## src/rtl/pce_pkg.sv

```systemverilog
// ----------------------------------------------------------------------------
// pce_pkg
// Shared codes, types and limits of the piecewise Chebyshev evaluator.
// ----------------------------------------------------------------------------
package pce_pkg;

  localparam int ValW     = 32;
  localparam int IdxMaxW  = 10;  // interval index, enough for 1024 intervals
  localparam int OrdMaxW  = 6;   // series order, enough for degree 63

  // store sizes, tied to the register and result field widths
  localparam int MAX_INTERVALS = 64;
  localparam int MAX_ORDER     = 31;

  localparam logic [1:0] OP_LOAD_BP   = 2'd0;
  localparam logic [1:0] OP_LOAD_COEF = 2'd1;
  localparam logic [1:0] OP_EVAL      = 2'd2;

  localparam logic [1:0] ST_OK    = 2'd0;
  localparam logic [1:0] ST_RANGE = 2'd1;
  localparam logic [1:0] ST_SAT   = 2'd2;

  localparam logic CFG_INTERVAL_COUNT = 1'b0;
  localparam logic CFG_SERIES_ORDER   = 1'b1;

  typedef struct packed {
    logic                      start;
    logic signed [ValW-1:0]    t;
    logic [IdxMaxW-1:0]        interval;
    logic [OrdMaxW-1:0]        order;
  } ser_cmd_t;

  typedef struct packed {
    logic                      done;
    logic signed [ValW-1:0]    value;
    logic                      sat;
  } ser_res_t;

endpackage

```

## src/rtl/pce_divider.sv

```systemverilog
// ----------------------------------------------------------------------------
// pce_divider
// Maps x onto t in [-1,1] (Q1.30) by a restoring divide, one bit a cycle.
// ----------------------------------------------------------------------------
module pce_divider (
  input  logic               clk_i,
  input  logic               rst_ni,
  input  logic               start_i,
  input  logic signed [31:0] x_i,
  input  logic signed [31:0] a_i,
  input  logic signed [31:0] b_i,
  output logic               done_o,
  output logic signed [31:0] quot_o
);
  import pce_pkg::*;

  typedef enum logic [1:0] {D_IDLE, D_PREP, D_RUN} dstate_e;

  dstate_e           state_q;
  logic [31:0]       mag_q, d_q, rem_q;
  logic              neg_q, done_q;
  logic [30:0]       low_q, quo_q;
  logic [4:0]        cnt_q;

  logic signed [33:0] num;
  logic signed [32:0] dif;
  logic [62:0]        dividend;
  logic [32:0]        trial;
  logic               ge;

  assign num      = (34'(x_i) <<< 1) - 34'(a_i) - 34'(b_i);
  assign dif      = 33'(b_i) - 33'(a_i);
  assign dividend = {1'b0, mag_q, 30'b0} + 63'(d_q >> 1);
  assign trial    = {rem_q, low_q[30]};
  assign ge       = trial >= {1'b0, d_q};

  always_ff @(posedge clk_i or negedge rst_ni) begin
    if (!rst_ni) begin
      state_q <= D_IDLE;
      done_q  <= 1'b0;
      cnt_q   <= '0;
    end else begin
      done_q <= 1'b0;
      unique case (state_q)
        D_IDLE: begin
          if (start_i) begin
            // |2x-a-b| never exceeds b-a, so it fits in 32 bits
            mag_q   <= num[33] ? 32'(-num) : 32'(num);
            neg_q   <= num[33];
            d_q     <= 32'(dif);
            state_q <= D_PREP;
          end
        end
        D_PREP: begin
          // quotient is at most 2^30, so the top bits start below d
          rem_q   <= dividend[62:31];
          low_q   <= dividend[30:0];
          quo_q   <= '0;
          cnt_q   <= 5'd30;
          state_q <= D_RUN;
        end
        D_RUN: begin
          rem_q <= ge ? 32'(trial - {1'b0, d_q}) : trial[31:0];
          low_q <= {low_q[29:0], 1'b0};
          quo_q <= {quo_q[29:0], ge};
          cnt_q <= cnt_q - 5'd1;
          if (cnt_q == '0) begin
            done_q  <= 1'b1;
            state_q <= D_IDLE;
          end
        end
        default: state_q <= D_IDLE;
      endcase
    end
  end

  assign done_o = done_q;
  assign quot_o = neg_q ? -$signed({1'b0, quo_q}) : $signed({1'b0, quo_q});

endmodule

```

## config.mk

```make
export PLATFORM = sky130hd
export DESIGN_NAME = pce_divider
export DESIGN_NICKNAME = d
export VERILOG_FILES = /design/src/rtl/pce_pkg.sv /design/src/rtl/pce_divider.sv
export SDC_FILE = /design/constraint.sdc
export NUM_CORES = 1
export LEC_CHECK = 0
export ABC_AREA = 1
export BUFFER_PORTS_ARGS = -buffer_cell sky130_fd_sc_hd__buf_2
export CAP_MARGIN = 20
export CORE_MARGIN = 1
export CORE_UTILIZATION = 45
export CTS_CLUSTER_DIAMETER = 120
export DETAILED_ROUTE_END_ITERATION = 10
export PLACE_DENSITY = 0.68
export SYNTH_ARGS = -nofsm -noshare
export SYNTH_HDL_FRONTEND = slang
export SYNTH_SLANG_ARGS = --single-unit
```

## constraint.sdc

```tcl
create_clock -name clk_i -period 10.2 [get_ports clk_i]
set_input_delay 1.02 -clock clk_i [delete_from_list [all_inputs] [get_ports clk_i]]
set_output_delay 1.02 -clock clk_i [all_outputs]
set_load 0.02 [all_outputs]
```

==> results.ini, run 1 <==
[clock_network]
cts.reportedPaths.clkPinSlew_ps=70
cts.sinks=167
cts_setup_buffers=0
post_cts_resize_count=0
cts_tree=yes
cts_max_path_buffers=2
clock_latency_ps=440
htree_levels=4
numCtsBuffers=17
cts-root-buf=clkbuf_16
postCtsHoldBufs=0

[worst_setup_path]
cp.arrival_ps=4090
crit_required_ps=10390
worst-r2r-setup-slack_ps=6580
cp_max_fo=29
start_kind=input port
worstSetupEndpointType=register
path_class=input port to register

[flow_run]
drv_cap=0

[placed_design]
placed_cell_area_um2=17700
dp.cells=2908
place.port_buffers=131
place_congestion=0.985
hpwlAfterDp_mm=38.7

[drt]
vias=15100
routed-wl-met3_mm=1.86
wl_met1_mm=21.1
wl_met2_mm=22.0
highest_layer=met4
drt-vias-per-instance=5.14
ant_nets=0
drt-pass1-iter-count=6
drc=0
drtIter0Drc=1016
wirelength_mm=46.3
avgRoutedWirePerCell_um=15.8

[grt]
track_usage_pct=24.6
first_global_vias=14300
grt_pass1_wl_mm=73.2
grt_max_degree=79
grt-ovfl-total=0
grt_antenna_before_repair=0

[timing]
slew_headroom_pct=31.4
tightest_slew_ps=1030
hold_viol=0
drv_slew=0
worst_hold_slack_ps=422
rsz0062_at_grt=no
fin_skew_ps=21.9
tns_ps=0
period_needed_ps=3910
min_period_over_period_pct=38.3
fmax_mhz=256
setup_viol=0

[logic_synthesis]
ys.flop_type=edfxtp_1
synthTopCellsByArea=edfxtp_1 (29%), nand2_1 (16%), ha_1 (10%)
synth_most_common_cell=nand2_1
syn_area_um2=16600
synth_commonest_cells=nand2_1 (698), inv_1 (424), nor2_1 (194), edfxtp_1 (159), ha_1 (138)
ys_async_sr_fraction_pct=4.79
synthesis.nets=2615
synth_warnings=0
syn_inst=2344
synth-edff-count=159
ys_types=43
synth_top_cell_area_share_pct=28.8
ys_seq_elements=167
synth.avg_cell_area_um2=7.06
ys_seq_area_share_pct=30.1
yosys.area.top_type=edfxtp_1

[layout]
drive_gt1_share_pct=9.00
final_area_um2=18300
diodes=0
syn_to_final_growth_pct=10.5
regArea_um2=4970
multi_input_area_um2=9840
stdcell_count=2940
fin_nets=2737
fillers=3621

[die]
core_um2=35900
initial_core_util_pct=46.1
io_pins=132
rows=69
dieHeight_um=194
fp.dieW_um=194
die-area_um2=37600

[power_and_ir_drop]
irDropWorstVdd_mv=0.120
p_leak_nw=9.14
p_per_area_nw_per_um2=230
power.total_w=0.00421

[worst_hold_path]
min_path_type=input port to async pin

[outcome]
outcome=finished clean

cells in the final DEF, fill, tap and decap left out, types with 3 or more instances in the layout:
cell / synthesis / layout
a21boi_0: 3 / 3
nor3_1: 36 / 36
nor4_1: 12 / 12
a21o_1: 5 / 5
a31oi_1: 4 / 4
nor2_1: 194 / 193
nand3_1: 133 / 133
inv_2: 3 / 3
dfrtp_1: 8 / 8
xnor2_1: 53 / 53
o21ai_0: 107 / 107
nor2_4: 3 / 4
a21oi_1: 93 / 92
o21ai_1: 4 / 4
inv_8: 0 / 3
ha_1: 138 / 137
buf_2: 1 / 131
nand4_1: 21 / 21
inv_6: 0 / 5
xor2_1: 65 / 65
inv_1: 424 / 423
buf_4: 5 / 4
fa_1: 34 / 34
edfxtp_1: 159 / 159
nand3b_1: 45 / 45
or2_2: 7 / 7
nand2_2: 19 / 19
o21bai_1: 11 / 11
nand3_2: 5 / 5
nor2_2: 10 / 10
nand2_1: 698 / 698
clkinv_4: 0 / 4
clkbuf_16: 0 / 17
o211ai_1: 3 / 3
per-stage QoR:
stage | setup slack (ps) | utilization [%]
after floorplan | 5900 | -
after global placement | 5890 | 49.2
after detailed placement | 5850 | 49.3
after CTS | 6290 | 50.9
after global routing | 5950 | 50.9
final | 6290 | 50.9
kinds of logic (layout without fill, tap and decap cells):
logic type	Yosys count	in the layout	synth area share [%]
and+or+nand+nor	1188	1188	30.7
buffers and inverters	460	595	10.6
AOI/OAI and AO/OA	239	239	7.77
adders and majority gates	172	172	14.5
DFF	167	167	30.1
xor gates and xnor gates	118	118	6.24
worst max-delay path, cell delays in order:
cell     delay, ps
buf_2           70
inv_1           70
fa_1           530
ha_1           410
nand2_1        100
nor2_1         250
nand3_1        170
nand3_2        160
nand2_2         80
nand2_2         70
nand2_2         60
nand3_1         90
nand2_2        340
nand2_2        230
nand2_4        100
nor2_4         140
nand2_1         60
nand2_1         60
nand2_1         50
cell type report:
| type | instances | share of cell area [%] |
|---|---|---|
| clock inverter | 15 | 0.821 |
| sequential | 167 | 27.2 |
| timing repair buffer | 136 | 3.90 |
| inverter | 427 | 8.77 |
| tap | 461 | 3.15 |
| multi-input combinational | 1717 | 53.8 |
| clock buffer | 17 | 2.33 |
state kept, by name (all words and copies together) (netlist names):
name,cells
quo_q,31
rem_q,32
d_q,32
mag_q,32
done_o,1
state_q,2
cnt_q,5
neg_q,1
low_q,31
per-layer routing:
| layer | GRT usage [%] | vias up |
|---|---|---|
| met5 | 0 | - |
| met4 | 8.92 | 0 |
| met2 | 41.9 | 415 |
| met1 | 32.4 | 6974 |
| li1 | - | 7651 |
| met3 | 2.38 | 64 |
final timing paths:
kind | end | startpoint | depth (start not counted)
max in group asynchronous | cnt_q[3] | rst_ni | 1
hold reg to reg | cnt_q[4] | cnt_q[4] | 2
setup / recovery | mag_q[29] | a_i[7] | 19
setup reg to reg | rem_q[23] | d_q[11] | 16
hold / removal | cnt_q[0] | rst_ni | 1
min in group clk_i | cnt_q[4] | cnt_q[4] | 2
report_power, final:
part           switching, W  internal (W)  total [W]
registers          0.000134       0.00110    0.00124
clock network      0.000293      0.000325   0.000618
logic               0.00157      0.000787    0.00236
total               0.00200       0.00221    0.00421
No activity file was read; power rests on OpenSTA's default activity.
==> inputs of run 2 (changes only) <==
--- a/config.mk
+++ b/config.mk
@@ -5,7 +5,7 @@
 export SDC_FILE = /design/constraint.sdc
 export NUM_CORES = 1
 export LEC_CHECK = 0
-export ABC_AREA = 1
+export ABC_AREA = 0
 export BUFFER_PORTS_ARGS = -buffer_cell sky130_fd_sc_hd__buf_2
 export CAP_MARGIN = 20
 export CORE_MARGIN = 1
==> constraint.sdc (replaced) <==
create_clock -name clk_i -period 4 [get_ports clk_i]
set_input_delay 0.4 -clock clk_i [delete_from_list [all_inputs] [get_ports clk_i]]
set_output_delay 0.4 -clock clk_i [all_outputs]
set_load 0.02 [all_outputs]
==> run 2 against run 1 <==
Total power rose by 150%. Synthesized area fell by 10%. Sequential cell count did not move. Sequential share of layout area rose by 0.19 points. Die area fell by 10%. Clock power rose to 2.8 times the previous value. Non-clock buffer count rose by 188. Clock skew fell by 13 ps. Sequential power rose by 140%. Combinational power rose by 140%. Global-route usage fell by 3.6 points. Worst setup slack got worse by 6200 ps. Critical endpoint is now quot_o[30]. Largest cell class unchanged.
==> results.ini, run 2 <==
[die]
dieHeight_um=184  ; -5.3%
io_pins=132  ; unchanged
fp.dieW_um=184  ; -5.3%
die-area_um2=33700  ; -10%
rows=66  ; -4.3%
core_um2=32500  ; -9.6%
initial_core_util_pct=45.7  ; -0.41 points

[worst_setup_path]
worst-r2r-setup-slack_ps=210  ; -6370 ps
r2r-start=d_q[1]
start_kind=register
cp_max_fo=4  ; -86%
reg2reg_to=rem_q[21]
worstSetupEndpointType=output pin
r2r_cells=14  ; -2
path_class=register to output pin
crit_required_ps=3600  ; -6790 ps
cp.arrival_ps=3460  ; -630 ps

[drt]
drtIter0Drc=733  ; -28%
wirelength_mm=34.5  ; -26%
drt-pass1-iter-count=7  ; +1
ant_nets=0  ; unchanged
avgRoutedWirePerCell_um=14.6  ; -7.2%
vias=12500  ; -17%
drt-vias-per-instance=5.30  ; +3.2%
drc=0  ; unchanged

[logic_synthesis]
ys_seq_area_share_pct=33.6  ; +3.5 points
synth-edff-count=159  ; unchanged
syn_inst=1604  ; -32%
synthTopCellsByArea=edfxtp_1 (32%), ha_1 (12%), xnor2_1 (6.8%)
synth.avg_cell_area_um2=9.24  ; +31%
yosys.area.top_type=edfxtp_1
ys.flop_type=edfxtp_1
synth_warnings=0  ; unchanged
ys_seq_elements=167  ; unchanged
ys_async_sr_fraction_pct=4.79  ; unchanged
syn_area_um2=14800  ; -10%
ys_types=92  ; +110%
synth_top_cell_area_share_pct=32.2  ; +3.4 points
synth_commonest_cells=edfxtp_1 (159), inv_1 (155), nand2_1 (153), ha_1 (138), xnor2_1 (115)
synthesis.nets=1875  ; -28%
synth_most_common_cell=edfxtp_1

[timing]
drv_slew=0  ; unchanged
slew_headroom_pct=31.4  ; -0.044 points
tns_ps=0  ; unchanged
period_needed_ps=3860
min_period_over_period_pct=96.5
setup_viol=0  ; unchanged
tightest_slew_ps=1030  ; +1.79 ps
fmax_mhz=259
hold_viol=0  ; unchanged
rsz0062_at_grt=yes
fin_skew_ps=9.30  ; -12.6 ps
worst_hold_slack_ps=355  ; -66.8 ps
worst_slack_ps=139  ; -6150 ps

[layout]
reg.largest.list=d_q (32), mag_q (32), rem_q (32)
final_area_um2=18200  ; -0.69%
drive_gt1_share_pct=22.2  ; +13 points
layout_commonest_cell=buf_4
fin_nets=2171  ; -21%
diodes=0  ; unchanged
layout_common_cells=buf_4 (190), edfxtp_1 (159), nand2_1 (151)
syn_to_final_growth_pct=22.5

[power_and_ir_drop]
p_per_area_nw_per_um2=569  ; +150%
power_frac_comb_pct=53.8  ; -2.2 points
pwr-share-seq_pct=29.3  ; about the same
irDropWorstVdd_mv=0.333  ; +180%
power.switching_w=0.00420  ; +110%
power.total_w=0.0103  ; +150%
swShare_pct=40.6  ; -6.8 points
internal_power_w=0.00613  ; +180%
pwr-share-clk_pct=16.9  ; +2.2 points
p_leak_nw=7.81  ; -15%

[flow_run]
drv_cap=0  ; unchanged

[grt]
grt_pass1_wl_mm=57.7  ; -21%
grt-ovfl-total=0  ; unchanged
grt_antenna_before_repair=0  ; unchanged
track_usage_pct=21.0  ; -3.6 points
first_global_vias=12200  ; -15%
grt_max_degree=81  ; +2.5%

[worst_hold_path]
worstHoldStart=start_i
min_path_type=input port to register
whs_path_depth=4
min_to=state_q[0]

[placed_design]
post-place-ws_ps=-419  ; -6270 ps
placed_cell_area_um2=17400  ; -1.9%
place_congestion=0.860  ; -13%
hpwlAfterDp_mm=27.4  ; -29%
place.port_buffers=131  ; unchanged

[clock_network]
cts-root-buf=clkbuf_16
htree_levels=4  ; unchanged
cts_tree=yes
clock_latency_ps=430  ; about the same
cts_max_path_buffers=2  ; unchanged
cts.reportedPaths.clkPinSlew_ps=70  ; about the same
cts.sinks=167  ; unchanged
numCtsBuffers=17  ; unchanged

[outcome]
outcome=finished clean

run 2: changes by cell type after synthesis, moves of 20 or more:
cell	delta
xor2_1	-24
nor2_1	-103
nand2_1	-545
inv_1	-269
nand3_1	-91
xnor2_1	+62
or3_1	+20
and2_1	+32
a21o_1	+22
nand3b_1	-42
o31ai_1	+28
run 2: power by group through the flow:
stage	combinational (W)	clock, W	sequential (W)
after global placement	0.00533	0	0.00303
final	0.00556	0.00174	0.00303
after global routing	0.00617	0.00184	0.00309
after detailed placement	0.00545	0	0.00305
after floorplan	0.00375	0	0.00298
after CTS	0.00549	0.00178	0.00302
run 2: final cells by class:
type / count / area, µm²
Multi-Input combinational cell: 1234 / 9230
Timing Repair Buffer: 324 / 2160
Clock buffer: 17 / 425
Tap cell: 442 / 553
Sequential cell: 167 / 4970
Inverter: 156 / 601
Clock inverter: 15 / 209
Fill cell: 2857 / 14300
run 2: worst max path at each step:
stage / start / to / slack, ps / cells after the start
final: quo_q[0] / quot_o[30] / 140 / 12
after global routing: a_i[0] / mag_q[27] / -20 / 19
after CTS: quo_q[0] / quot_o[30] / 10 / 12
after detailed placement: a_i[0] / mag_q[27] / -420 / 18
after global placement: a_i[0] / mag_q[27] / -330 / 18
after floorplan: a_i[0] / mag_q[27] / -50 / 16
run 2: kinds of logic (layout without fill, tap and decap cells):
kind of cell             Yosys count  count (layout)  share of synthesized area (%)
buffers and inverters            203             512                           5.34
multiplexers                      18              18                           1.26
flip-flops                       167             167                           33.6
XOR/XNOR                         156             156                           9.22
AO/OA/AOI/OAI                    405             405                           18.1
AND/OR/NAND/NOR                  483             483                           16.3
adder cells (fa/ha/maj)          172             172                           16.2
run 2: repair_timing:
item | in CTS | in global routing
endpoints found under the setup margin | 4 | 21
buffers inserted | 1 | 3
endpoints found under the hold margin | 8 | 0
hold buffers | 1 | 0
pin swaps | 1 | 8
resized for setup | 7 | 21
run 2: metal layers:
layer / global-route usage [%] / up-vias / wire length [µm]
met5: 0 / - / 0
met4: 4.77 / 0 / 440
met3: 2.30 / 40 / 1340
met2: 36.4 / 299 / 16500
met1: 28.1 / 5832 / 16100
li1: - / 6317 / -
run 2: worst max-delay path, cell delays in order (launching register included):
cell and delay [ps]:
edfxtp_1 420, inv_2 120, ha_4 140, nand2_2 60, or4_4 430, or2_4 270, nand2b_1 160, or4_4 450
or3_4 370, nand2b_4 160, o21ai_2 140, xnor2_1 140, buf_4 170
run 2: through the flow:
stage               std cells  util (%)
finish                   2355      55.9
global route             2355      55.9
CTS                      2352      55.6
detailed placement       2318      53.5
global placement         2318      53.5
floorplan                1604         -
